[config.mk]
export PLATFORM = sky130hd
export DESIGN_NAME = lfsr_seed_key_derivation
export DESIGN_NICKNAME = d
export VERILOG_FILES = /design/src/rtl/lsk_pkg.sv /design/src/rtl/lsk_lfsr.sv /design/src/rtl/lsk_seq.sv /design/src/rtl/lfsr_seed_key_derivation.sv
export SDC_FILE = /design/constraint.sdc
export NUM_CORES = 1
export LEC_CHECK = 0
export ABC_AREA = 0
export BUFFER_PORTS_ARGS = -buffer_cell sky130_fd_sc_hd__buf_2
export CAP_MARGIN = 10
export CORE_MARGIN = 8
export CORE_UTILIZATION = 28
export DETAILED_ROUTE_END_ITERATION = 8
export MAX_ROUTING_LAYER = met4
export SYNTH_ARGS = -nofsm -noshare
export SYNTH_HDL_FRONTEND = slang
export SYNTH_HIERARCHICAL = 1
export SYNTH_SLANG_ARGS = --single-unit
[constraint.sdc]
create_clock -name clk_i -period 4.4 [get_ports clk_i]
set_input_delay 0.88 -clock clk_i [delete_from_list [all_inputs] [get_ports clk_i]]
set_output_delay 0.88 -clock clk_i [all_outputs]
set_load 0.02 [all_outputs]
[src/rtl/lsk_pkg.sv]
// Shared types, constants and functions for the LFSR seed-to-key block.
package lsk_pkg;

  localparam int unsigned DataW  = 32;
  localparam int unsigned CountW = 9;  // step count 0..510

  localparam logic [DataW-1:0] MaskReset = 32'h59DB7D73;
  localparam logic [7:0]       XorB      = 8'hA5;
  localparam logic [7:0]       XorC      = 8'h5A;

  typedef enum logic {
    StIdle,
    StRun
  } state_e;

  // Sequencer to datapath controls.
  typedef struct packed {
    logic load;
    logic shift;
  } lfsr_ctrl_t;

  // Step count from the selected seed byte and the mask fields.
  function automatic logic [CountW-1:0] step_count(input logic [DataW-1:0] seed,
                                                   input logic [DataW-1:0] mask);
    logic [1:0] sel;
    logic [7:0] sel_byte;
    logic [7:0] fa;
    logic [7:0] fb;
    logic [7:0] fc;
    sel = {mask[11], mask[21]};
    unique case (sel)
      2'd0: sel_byte = seed[31:24];
      2'd1: sel_byte = seed[23:16];
      2'd2: sel_byte = seed[15:8];
      2'd3: sel_byte = seed[7:0];
      default: sel_byte = seed[7:0];
    endcase
    fa = mask[9:2];
    fb = mask[30:23] ^ XorB;
    fc = mask[20:13] ^ XorC;
    return {1'b0, (sel_byte ^ fa) & fb} + {1'b0, fc};
  endfunction

  // One left shift, taps 30, 24, 12, 2 feeding bit 0.
  function automatic logic [DataW-1:0] lfsr_step(input logic [DataW-1:0] s);
    return {s[DataW-2:0], s[30] ^ s[24] ^ s[12] ^ s[2]};
  endfunction

  // Optional byte permutation, then the mask XOR.
  function automatic logic [DataW-1:0] finish_key(input logic [DataW-1:0] s,
                                                  input logic [DataW-1:0] mask);
    logic [DataW-1:0] w;
    w = mask[0] ? {s[15:8], s[31:24], s[7:0], s[23:16]} : s;
    return w ^ mask;
  endfunction

endpackage

[src/rtl/lsk_lfsr.sv]
// LFSR state register: loads the seed, then shifts once per enabled cycle.
module lsk_lfsr (
  input  logic                         clk_i,
  input  lsk_pkg::lfsr_ctrl_t          ctrl_i,
  input  logic [lsk_pkg::DataW-1:0]    seed_i,
  output logic [lsk_pkg::DataW-1:0]    state_o
);

  logic [lsk_pkg::DataW-1:0] s_d, s_q;

  always_comb begin
    s_d = s_q;
    if (ctrl_i.load) begin
      s_d = seed_i;
    end else if (ctrl_i.shift) begin
      s_d = lsk_pkg::lfsr_step(s_q);
    end
  end

  always_ff @(posedge clk_i) begin
    s_q <= s_d;
  end

  assign state_o = s_q;

endmodule

[src/rtl/lsk_seq.sv]
// Sequencer: takes a request, loads the step counter, runs the LFSR down to zero.
module lsk_seq (
  input  logic                         clk_i,
  input  logic                         rst_ni,
  input  logic                         start_i,
  input  logic [lsk_pkg::DataW-1:0]    seed_i,
  input  logic [lsk_pkg::DataW-1:0]    mask_i,
  output lsk_pkg::lfsr_ctrl_t          ctrl_o,
  output logic                         busy_o,
  output logic                         finish_o
);

  lsk_pkg::state_e            state_d, state_q;
  logic [lsk_pkg::CountW-1:0] cnt_d, cnt_q;

  always_comb begin
    state_d     = state_q;
    cnt_d       = cnt_q;
    ctrl_o      = '0;
    finish_o    = 1'b0;
    unique case (state_q)
      lsk_pkg::StIdle: begin
        if (start_i) begin
          ctrl_o.load = 1'b1;
          cnt_d       = lsk_pkg::step_count(seed_i, mask_i);
          state_d     = lsk_pkg::StRun;
        end
      end
      lsk_pkg::StRun: begin
        if (cnt_q == '0) begin
          finish_o = 1'b1;
          state_d  = lsk_pkg::StIdle;
        end else begin
          ctrl_o.shift = 1'b1;
          cnt_d        = cnt_q - 1'b1;
        end
      end
      default: state_d = lsk_pkg::StIdle;
    endcase
  end

  always_ff @(posedge clk_i or negedge rst_ni) begin
    if (!rst_ni) begin
      state_q <= lsk_pkg::StIdle;
      cnt_q   <= '0;
    end else begin
      state_q <= state_d;
      cnt_q   <= cnt_d;
    end
  end

  assign busy_o = (state_q != lsk_pkg::StIdle);

endmodule

[src/rtl/lfsr_seed_key_derivation.sv]
// Top level of the LFSR seed-to-key derivation block.
//
//  channel   | handshake                     | payload
//  ----------+-------------------------------+-------------
//  request   | start high while busy low     | seed_i[31:0]
//  result    | done_o strobe, one cycle      | key_o[31:0]
//  config    | cfg_valid_i and cfg_ready_o   | cfg_data_i[31:0] (key mask)
//
// On accept the seed is loaded into the LFSR and the step counter takes
// n = ((seed byte ^ a) & b) + c, which ranges 0..510. The single LFSR
// register then shifts once per cycle until the counter reaches zero.
// busy is high from the cycle after accept until done_o; a new request can
// be taken in the same cycle done_o is shown. The result cannot be stalled.
// Reset (rst_ni low, async) returns to idle and loads the mask reset value.
// cfg_ready_o is high whenever the block is idle.
module lfsr_seed_key_derivation (
  input  logic                         clk_i,
  input  logic                         rst_ni,
  input  logic                         start,
  output logic                         busy,
  input  logic [lsk_pkg::DataW-1:0]    seed_i,
  output logic                         done_o,
  output logic [lsk_pkg::DataW-1:0]    key_o,
  input  logic                         cfg_valid_i,
  output logic                         cfg_ready_o,
  input  logic [lsk_pkg::DataW-1:0]    cfg_data_i
);

  logic [lsk_pkg::DataW-1:0] mask_q;
  logic [lsk_pkg::DataW-1:0] lfsr_state;
  logic [lsk_pkg::DataW-1:0] key_d, key_q;
  logic                      done_q;
  logic                      finish;
  lsk_pkg::lfsr_ctrl_t       ctrl;

  // Mask register; only written while idle.
  assign cfg_ready_o = !busy;

  always_ff @(posedge clk_i or negedge rst_ni) begin
    if (!rst_ni) begin
      mask_q <= lsk_pkg::MaskReset;
    end else if (cfg_valid_i && cfg_ready_o) begin
      mask_q <= cfg_data_i;
    end
  end

  lsk_seq u_seq (
    .clk_i    (clk_i),
    .rst_ni   (rst_ni),
    .start_i  (start),
    .seed_i   (seed_i),
    .mask_i   (mask_q),
    .ctrl_o   (ctrl),
    .busy_o   (busy),
    .finish_o (finish)
  );

  lsk_lfsr u_lfsr (
    .clk_i   (clk_i),
    .ctrl_i  (ctrl),
    .seed_i  (seed_i),
    .state_o (lfsr_state)
  );

  // Optional byte permutation (mask bit 0) and mask XOR on the final LFSR state, registered for output.
  assign key_d = lsk_pkg::finish_key(lfsr_state, mask_q);

  always_ff @(posedge clk_i) begin
    if (finish) begin
      key_q <= key_d;
    end
  end

  always_ff @(posedge clk_i or negedge rst_ni) begin
    if (!rst_ni) begin
      done_q <= 1'b0;
    end else begin
      done_q <= finish;
    end
  end

  assign done_o = done_q;
  assign key_o  = key_q;

endmodule

==> run metrics, run 1 <==
Final Power 5.16 mW; count of final hold-check violations 0; wire per inst 19.9 µm; Placer Congestion 0.814; initial DRC count 215; clk_skew 0.0109 ns; gr ovfl total 0; Worst Path Max Fanout 10; die area 25,400 µm²; Placement Setup Slack 0.984 ns; core area 20,200 µm²; Data arrival, critical path 3.55 ns; Reg clk slew, reported paths 0.07 ns; Synth Register Bits 107; share of cells above drive strength 1 0.460; Setup Fix Bufs, Post-CTS 0; H-Tree Depth 3; latest clock arrival within the worst-skew pair 0.35 ns; vias in the first global route 3,748; initial antenna violation count 0; Critical Setup Path Class reg2reg; MaxCap Viol Count 0; Synth-to-Final Area Change 17.7%; Min Clock Period, post-route 3.36 ns; Worst Max-Slew Pin Slew 0.988 ns; Mapped Area 5760 µm²; Final ANT Viol Nets 0; status completed; filler cell count 1,999; setup TNS 0 ns; Final Cycle Share 0.763; Power Density 761 nW/µm²; port bufs 102; most frequent standard cell in the layout excluding fill and tap cells buf_2; RSZ-0062 raised after global routing false; Die Y-Extent 159 µm; CTS tree yes; Starting Density 0.285; Worst Slack Setup Final 1.04 ns; Post-synth EDFFs 64; sequential area share after synthesis 0.525; hold crit path type reg2reg; WL met1 7320 µm; wire length on met2 6770 µm; CTS buffer count 9; Syn Inst Count 378; vias post-DR 3,412; syn avg cell area 15.2 µm²; routed wire length 15,000 µm; Slew HR 0.341; DPL Wire Length 11,600 µm; nets 556; LEAKAGE 2.70 nW; vias per cell 4.53; DR DRC count 0; nature of the critical path startpoint register; most frequent cells in the layout buf_2 (102), edfxtp_1 (64), mux2_4 (57), xnor2_1 (43), mux2i_1 (35); Synthesized Nets 456; Cell variety after synth 49; CP Data Required Time 4.60 ns; fmax 0.298 GHz; drt first pass iters 4; DP Cell Count 737; buffer depth of the longest clock path 2; final slew viol count 0; post_cts resized 0; first-pass GRT wire length 23,100 µm; WL met3 539 µm; final non-filler cell total 753; GR Util All Layers 0.123; site row count 52; maximum VDD drop 0.000375 V; Clock Sink Count 107; Root Buffer clkbuf_16; FFs w/ async S/R, synth 0.402; hold_buf cts 0; n_diodes 0; DIE WIDTH 159 µm; largest net degree at the start of global routing 34; Worst Setup End Kind register; Synth Flop Type edfxtp_1; DR top layer met4; final setup vio count 0; Warnings, synthesis 6; IO Pins 103
==> worst paths after layout <==
path                            startpoint              to  slack (ns)  depth (start not counted)
min in group asynchronous           rst_ni      mask_q[15]        0.63                          1
max in group asynchronous           rst_ni       mask_q[0]        2.98                          2
worst max register to register  mask_q[21]  u_seq/cnt_q[8]        1.04                          9
worst max-delay path            mask_q[21]  u_seq/cnt_q[8]        1.04                          9
worst min-delay path            mask_q[31]      mask_q[31]        0.53                          1
worst min register to register  mask_q[31]      mask_q[31]        0.53                          1
==> cells in the mapped netlist (6+ instances only) <==
cell	n	area, µm²
edfxtp_1	64	1920
mux2_4	57	856
a21oi_1	7	35.0
dfstp_2	21	552
mux4_2	8	180
buf_6	6	67.6
dfrtp_1	22	551
ha_1	9	113
xnor2_1	43	377
mux2i_1	35	350
nor2_1	12	45.0
o21ai_0	8	40.0
mux2_2	6	67.6
inv_1	10	37.5
nand2_1	7	26.3
==> metrics by stage <==
| stage | area (µm²) | utilization | hold WS, ns |
|---|---|---|---|
| after floorplan | 5760 | - | 0.493 |
| after global placement | 6460 | 0.319 | 0.516 |
| after detailed placement | 6460 | 0.319 | 0.519 |
| after CTS | 6780 | 0.335 | 0.535 |
| after global routing | 6780 | 0.335 | 0.565 |
| final | 6780 | 0.335 | 0.532 |
==> where the power goes <==
group / switching (mW) / total, mW / internal, mW
Sequential: 0.504 / 2.20 / 1.69
Combinational: 0.893 / 2.09 / 1.20
Clock: 0.374 / 0.872 / 0.498
==> critical path, cell delays in order (launching register included) <==
cell and delay, ns:
dfrtp_1 0.78, mux4_2 0.61, xnor2_1 0.18, nor2_1 0.07, ha_1 0.21, fa_1 0.44
a21oi_1 0.21, o211ai_1 0.16, a2111oi_0 0.42, a2111oi_0 0.12
==> layer usage <==
layer	up-vias	global-route usage
met3	19	0.0222
met2	95	0.184
met4	0	0.0463
met1	1707	0.163
li1	1591	-
met5	-	-
==> area by class of cell <==
class / instances / area [µm²] / area share
multi-input cells: 243 / 2500 / 0.369
flip-flops and latches: 107 / 3020 / 0.446
clock inverters: 7 / 91.3 / 0.0135
clock buffers: 9 / 225 / 0.0332
well taps: 270 / 338 / 0.0499
repair buffers: 106 / 553 / 0.0816
inverters: 11 / 41.3 / 0.00609
==> registers in the layout, indices dropped and copies added, names as in the netlist <==
register        flops
u_seq/cnt_q         9
u_seq/busy_o        1
done_o              1
mask_q             32
key_o              32
u_lfsr/state_o     32
==> cells by family after synthesis <==
group	share of synthesized area
AO/OA/AOI/OAI	0.0363
XOR/XNOR	0.0715
adder cells (fa/ha/maj)	0.0230
buffers and inverters	0.0428
flip-flops	0.525
multiplexers	0.252
AND/OR/NAND/NOR	0.0487
Note: power is estimated with default switching activity, not from simulation.
==> inputs of run 2 (changes only) <==
--- a/config.mk
+++ b/config.mk
@@ -5,7 +5,7 @@
 export SDC_FILE = /design/constraint.sdc
 export NUM_CORES = 1
 export LEC_CHECK = 0
-export ABC_AREA = 0
+export ABC_AREA = 1
 export BUFFER_PORTS_ARGS = -buffer_cell sky130_fd_sc_hd__buf_2
 export CAP_MARGIN = 10
 export CORE_MARGIN = 8
==> constraint.sdc (replaced) <==
create_clock -name clk_i -period 3.47 [get_ports clk_i]
set_input_delay 0.694 -clock clk_i [delete_from_list [all_inputs] [get_ports clk_i]]
set_output_delay 0.694 -clock clk_i [all_outputs]
set_load 0.02 [all_outputs]
==> run 2 against run 1 <==
Utilization is 1.0 points lower. Non-clock buffer count is 3 higher. Sequential power is 39% lower. Largest cell class unchanged.
==> run metrics, run 2 <==
IO Pins 103; Worst R2R Start mask_q[21]; fmax 0.365 GHz; FF-to-FF path depth 16; vias in the first global route 5,381; Placed Instance Area 7030 µm²; Synth Register Bits 107; Finished Core Util 0.325; setup TNS 0 ns; vias per cell 4.56; Setup Fix Bufs, Post-CTS 0; H-Tree Depth 3; die area 27,800 µm²; initial DRC count 358; Synthesized Nets 925; Syn Inst Count 847; worst hold margin 0.358 ns; most frequent standard cell in the layout excluding fill and tap cells nand2_1; largest net degree at the start of global routing 65; Worst Slack Setup Final 0.731 ns; LEAKAGE 3.60 nW; hold_buf cts 0; Mapped Area 6360 µm²; status completed; n_diodes 0; Critical R2R Capture u_seq/cnt_q[6]; Placer Congestion 0.872; Multi-input gate area 2690 µm²; sequential area share after synthesis 0.476; Final ANT Viol Nets 0; CP peak stage delay 0.50 ns; Worst Path Max Fanout 8; Worst Max-Slew Pin Slew 0.773 ns; WP buf/inv 1; post-synth top area share 0.302; top post-synthesis cells by count nand2_1 (396), nand3_1 (109), inv_1 (98); Synth-to-Final Area Change 14.9%; syn avg cell area 7.51 µm²; hold crit path type in2async; share of cells above drive strength 1 0.180; Worst Setup End Kind register; first-pass GRT wire length 30,700 µm; initial antenna violation count 0; most frequent cells in the layout nand2_1 (396), nand3_1 (109), buf_2 (102), inv_1 (98), edfxtp_1 (64); Post-synth EDFFs 64; vias post-DR 5,586; Min Clock Period, post-route 2.74 ns; Final Cycle Share 0.789; DPL Wire Length 15,400 µm; worst setup path start mask_q[21]; CTS buffer count 9; port bufs 102; filler cell count 2,386; buffer depth of the longest clock path 2; MaxCap Viol Count 0; Power Density 327 nW/µm²; Crit. path cell count 16; Data arrival, critical path 2.99 ns; CTS tree yes; most used cell, CP nand2_1; top cells by area, synth edfxtp_1 (30%), nand2_1 (23%), dfstp_2 (8.7%); storage element area 3020 µm²; DR DRC count 0; Synth Flop Type edfxtp_1; Clock Sink Count 107; drt first pass iters 5; Slew HR 0.485; Cell variety after synth 32; most common cell in the netlist nand2_1; Starting Density 0.283; latest clock arrival within the worst-skew pair 0.36 ns; CP Data Required Time 3.72 ns; nature of the critical path startpoint register; crit path cell chain nand2_1 -> clkinv_1 -> nand2_1 -> nand4_1 -> xnor2_1 -> nor2_1 -> ha_1 -> fa_1 -> nand2_1 -> nand2_1 -> nand3_1 -> nand2_1 -> nand2_1 -> nand3_1 -> nand3_2 -> nand2_1; Root Buffer clkbuf_16; post_cts resized 0; FFs w/ async S/R, synth 0.402; GR Util All Layers 0.146; Reg clk slew, reported paths 0.07 ns; wire per inst 15.8 µm; site row count 55; count of final hold-check violations 0; RSZ-0062 raised after global routing false; routed wire length 19,400 µm; Die Y-Extent 167 µm; nets 1,013; gr ovfl total 0; delay-heaviest family, CP simple AND/OR/NAND/NOR gates; Warnings, synthesis 6; DIE WIDTH 167 µm; r2r setup slk 0.73 ns; final setup vio count 0; Critical Path End u_seq/cnt_q[6]; core area 22,500 µm²; final slew viol count 0; area leader, netlist edfxtp_1; Placement Setup Slack 0.721 ns; Critical Setup Path Class reg2reg; slowest CP cell dfrtp_1; clk_skew 0.0153 ns; Final Instance Area 7310 µm²; maximum VDD drop 0.000149 V
[run 2: cell types whose count changed after synthesis, moves of 35 or more]
cell,change
inv_1,+88
mux2_4,-57
mux2i_1,-35
nand2_1,+389
nand3_1,+105
xnor2_1,-39
[run 2: cell families after synthesis]
logic type,after synthesis,share of synthesized area
adders and majority gates,10,0.0209
DFF,107,0.476
AOI/OAI and AO/OA,40,0.0356
and+or+nand+nor,546,0.356
buffers and inverters,138,0.103
xor gates and xnor gates,6,0.00826
[run 2: area by class of cell]
cell class	instances	area share
Clock inverter	4	0.00377
Multi-Input combinational cell	602	0.368
Timing Repair Buffer	109	0.0771
Sequential cell	107	0.414
Inverter	106	0.0551
Tap cell	285	0.0488
Clock buffer	12	0.0337
[run 2: metrics by stage]
step	cells	power (mW)
2_1_floorplan	847	1.38
6_report	1225	2.39
4_1_cts	1225	2.43
5_1_grt	1225	2.48
3_3_place_gp	1209	1.45
3_5_place_dp	1209	1.45
[run 2: worst min-delay path by stage]
stage	startpoint	endpoint	slack [ns]	depth (start not counted)
floorplan	rst_ni	done_o	0.40	0
global placement	mask_q[12]	mask_q[12]	0.47	2
detailed placement	mask_q[22]	mask_q[22]	0.47	2
CTS	rst_ni	mask_q[21]	0.36	1
global route	rst_ni	mask_q[21]	0.38	1
finish	rst_ni	mask_q[21]	0.36	1
[run 2: per-layer routing]
layer | track usage | vias to the layer above | wire length [µm]
met3 | 0.0310 | 30 | 977
met2 | 0.238 | 134 | 9380
li1 | - | 2842 | -
met4 | 0.0584 | 0 | 531
met1 | 0.175 | 2580 | 8520
met5 | - | - | 0
[run 2: worst reg2reg max path: stages (launching register included)]
cell,delay [ns]
dfrtp_1,0.50
nand2_1,0.12
clkinv_1,0.21
nand2_1,0.11
nand4_1,0.17
xnor2_1,0.19
nor2_1,0.06
ha_1,0.21
fa_1,0.43
nand2_1,0.08
nand2_1,0.11
nand3_1,0.11
nand2_1,0.06
nand2_1,0.06
nand3_1,0.08
nand3_2,0.08
nand2_1,0.04
[run 2: report_power, final]
part | switching (mW) | total [mW] | internal, mW
Sequential | 0 | 1.34 | 1.34
Clock | 0.458 | 0.966 | 0.508
Combinational | 0.0484 | 0.0841 | 0.0357
Total | 0.506 | 2.39 | 1.88
==> inputs of run 3 (changes only) <==
==> constraint.sdc (replaced) <==
create_clock -name clk_i -period 2.3 [get_ports clk_i]
set_input_delay 0.46 -clock clk_i [delete_from_list [all_inputs] [get_ports clk_i]]
set_output_delay 0.46 -clock clk_i [all_outputs]
set_load 0.02 [all_outputs]
==> run 3 against run 2 <==
The flow now finishes with violations (setup timing). Cell area increased by 6.2%. Cell count increased by 2.9%. First-iteration DRC count decreased by 2.8%. Register-to-register slack got worse by 0.87 ns. Sequential share of layout area decreased by 2.4 points. Clock-buffer cell count decreased by 2. Worst setup slack got worse by 0.87 ns. Utilization increased by 2.0 points. Routed wire length increased by 0.81%. Flip-flop and latch count unchanged. Largest cell class unchanged. Largest power group unchanged. Highest routed layer unchanged.
==> run metrics, run 3 (synthesis results as in run 2) <==
DP Cell Count 1,237; Placement Setup Slack -0.230 ns; RSZ-0062 raised after global routing true; routed wire length 19,600 µm; Power Density 475 nW/µm²; Die Y-Extent 167 µm; Data arrival, critical path 2.68 ns; r2r setup slk -0.14 ns; Placer Congestion 0.895; DR DRC count 0; hold crit path type in2async; vias in the first global route 5,561; failing checks setup timing; Final Cycle Share 1.06; Final ANT Viol Nets 0; nature of the critical path startpoint register; Slew HR 0.682; LEAKAGE 3.81 nW; hold_buf cts 0; count of final hold-check violations 0; wire per inst 15.5 µm; Critical R2R Capture u_seq/cnt_q[2]; CTS buffer count 9; maximum VDD drop 0.000250 V; Worst Path Max Fanout 6; FF-to-FF path depth 12; first-pass GRT wire length 30,600 µm; Starting Density 0.283; CP Data Required Time 2.54 ns; final slew viol count 0; GR Util All Layers 0.145; setup TNS -0.667 ns; largest net degree at the start of global routing 65; gr ovfl total 0; buffer depth of the longest clock path 2; most frequent standard cell in the layout excluding fill and tap cells nand2_1; Worst R2R Start mask_q[11]; die area 27,800 µm²; initial DRC count 348; drt first pass iters 5; H-Tree Depth 3; vias per cell 4.52; core area 22,500 µm²; Worst Setup End Kind register; Root Buffer clkbuf_16; status complete, but fails checks; final non-filler cell total 1,260; Min Clock Period, post-route 2.44 ns; final setup vio count 7; clk_skew 0.0114 ns; Worst Max-Slew Pin Slew 0.476 ns; latest clock arrival within the worst-skew pair 0.36 ns; worst hold margin 0.0166 ns; n_diodes 0; most frequent cells in the layout nand2_1 (390), nand3_1 (103), buf_2 (102), inv_1 (97), edfxtp_1 (64); DIE WIDTH 167 µm; Final Power 3.69 mW; initial antenna violation count 0; Synth-to-Final Area Change 22.0%; nets 1,048; share of cells above drive strength 1 0.241; Critical Setup Path Class reg2reg; MaxCap Viol Count 0; Clock Sink Count 107; site row count 55; Worst Slack Setup Final -0.140 ns; DPL Wire Length 15,500 µm; vias post-DR 5,693; Reg clk slew, reported paths 0.07 ns; CTS tree yes; fmax 0.410 GHz; port bufs 102; IO Pins 103
run 3: cell types whose count changed in the layout (fill, tap and decap cells not counted), moves of 5 or more:
cell,previous run,this run
nand3_1,109,103
nand3_2,2,8
buf_4,7,38
nand2_2,4,9
a21oi_1,13,6
nand2_1,396,390
a21oi_2,0,6
run 3: layer usage:
metal | wire length (µm) | GRT usage | vias to the layer above
met5 | 0 | - | -
met3 | 831 | 0.0246 | 23
met4 | 453 | 0.0505 | 0
met2 | 9580 | 0.242 | 121
met1 | 8700 | 0.176 | 2633
li1 | - | - | 2916
run 3: final cells by class:
type	count	area, µm²
fillers	2383	14700
flip-flops and latches	107	3030
multi-input cells	602	2820
repair buffers	144	867
inverters	106	404
well taps	285	357
clock buffers	10	239
clock inverters	6	46.3
run 3: through the flow:
stage	cell area, µm²	utilization
global route	7760	0.345
detailed placement	7280	0.324
floorplan	6370	-
finish	7760	0.345
CTS	7670	0.341
global placement	7280	0.324
run 3: worst max path at each step:
stage,startpoint,end,slack (ns),cells after the start
after floorplan,mask_q[11],u_seq/cnt_q[6],0.01,16
after global placement,mask_q[11],u_seq/cnt_q[7],-0.17,15
after detailed placement,mask_q[11],u_seq/cnt_q[7],-0.23,15
after CTS,mask_q[11],u_seq/cnt_q[6],-0.11,16
after global routing,mask_q[11],u_seq/cnt_q[6],-0.26,16
final,mask_q[11],u_seq/cnt_q[2],-0.14,12
run 3: power breakdown:
part	switching, mW	internal (mW)
clock	0.742	0.778
combinational	0.0807	0.0663
sequential	0	2.02
total	0.823	2.86
run 3: what timing repair did:
action / 4_1_cts / 5_1_grt
setup buffers: 5 / 2
pin swaps: 13 / 7
cloned: 0 / 0
setup endpoints to repair: 8 / 8
gates resized for setup: 19 / 15
run 3: worst max-delay path: stages (launching register included):
cell      delay (ns)
dfstp_2         0.61
inv_2           0.07
nor2_4          0.14
nand2_1         0.07
nand4_1         0.12
xnor2_2         0.14
nor2_1          0.07
ha_2            0.19
fa_2            0.36
buf_4           0.14
xor2_1          0.14
o211ai_1        0.20
o21ai_2         0.07
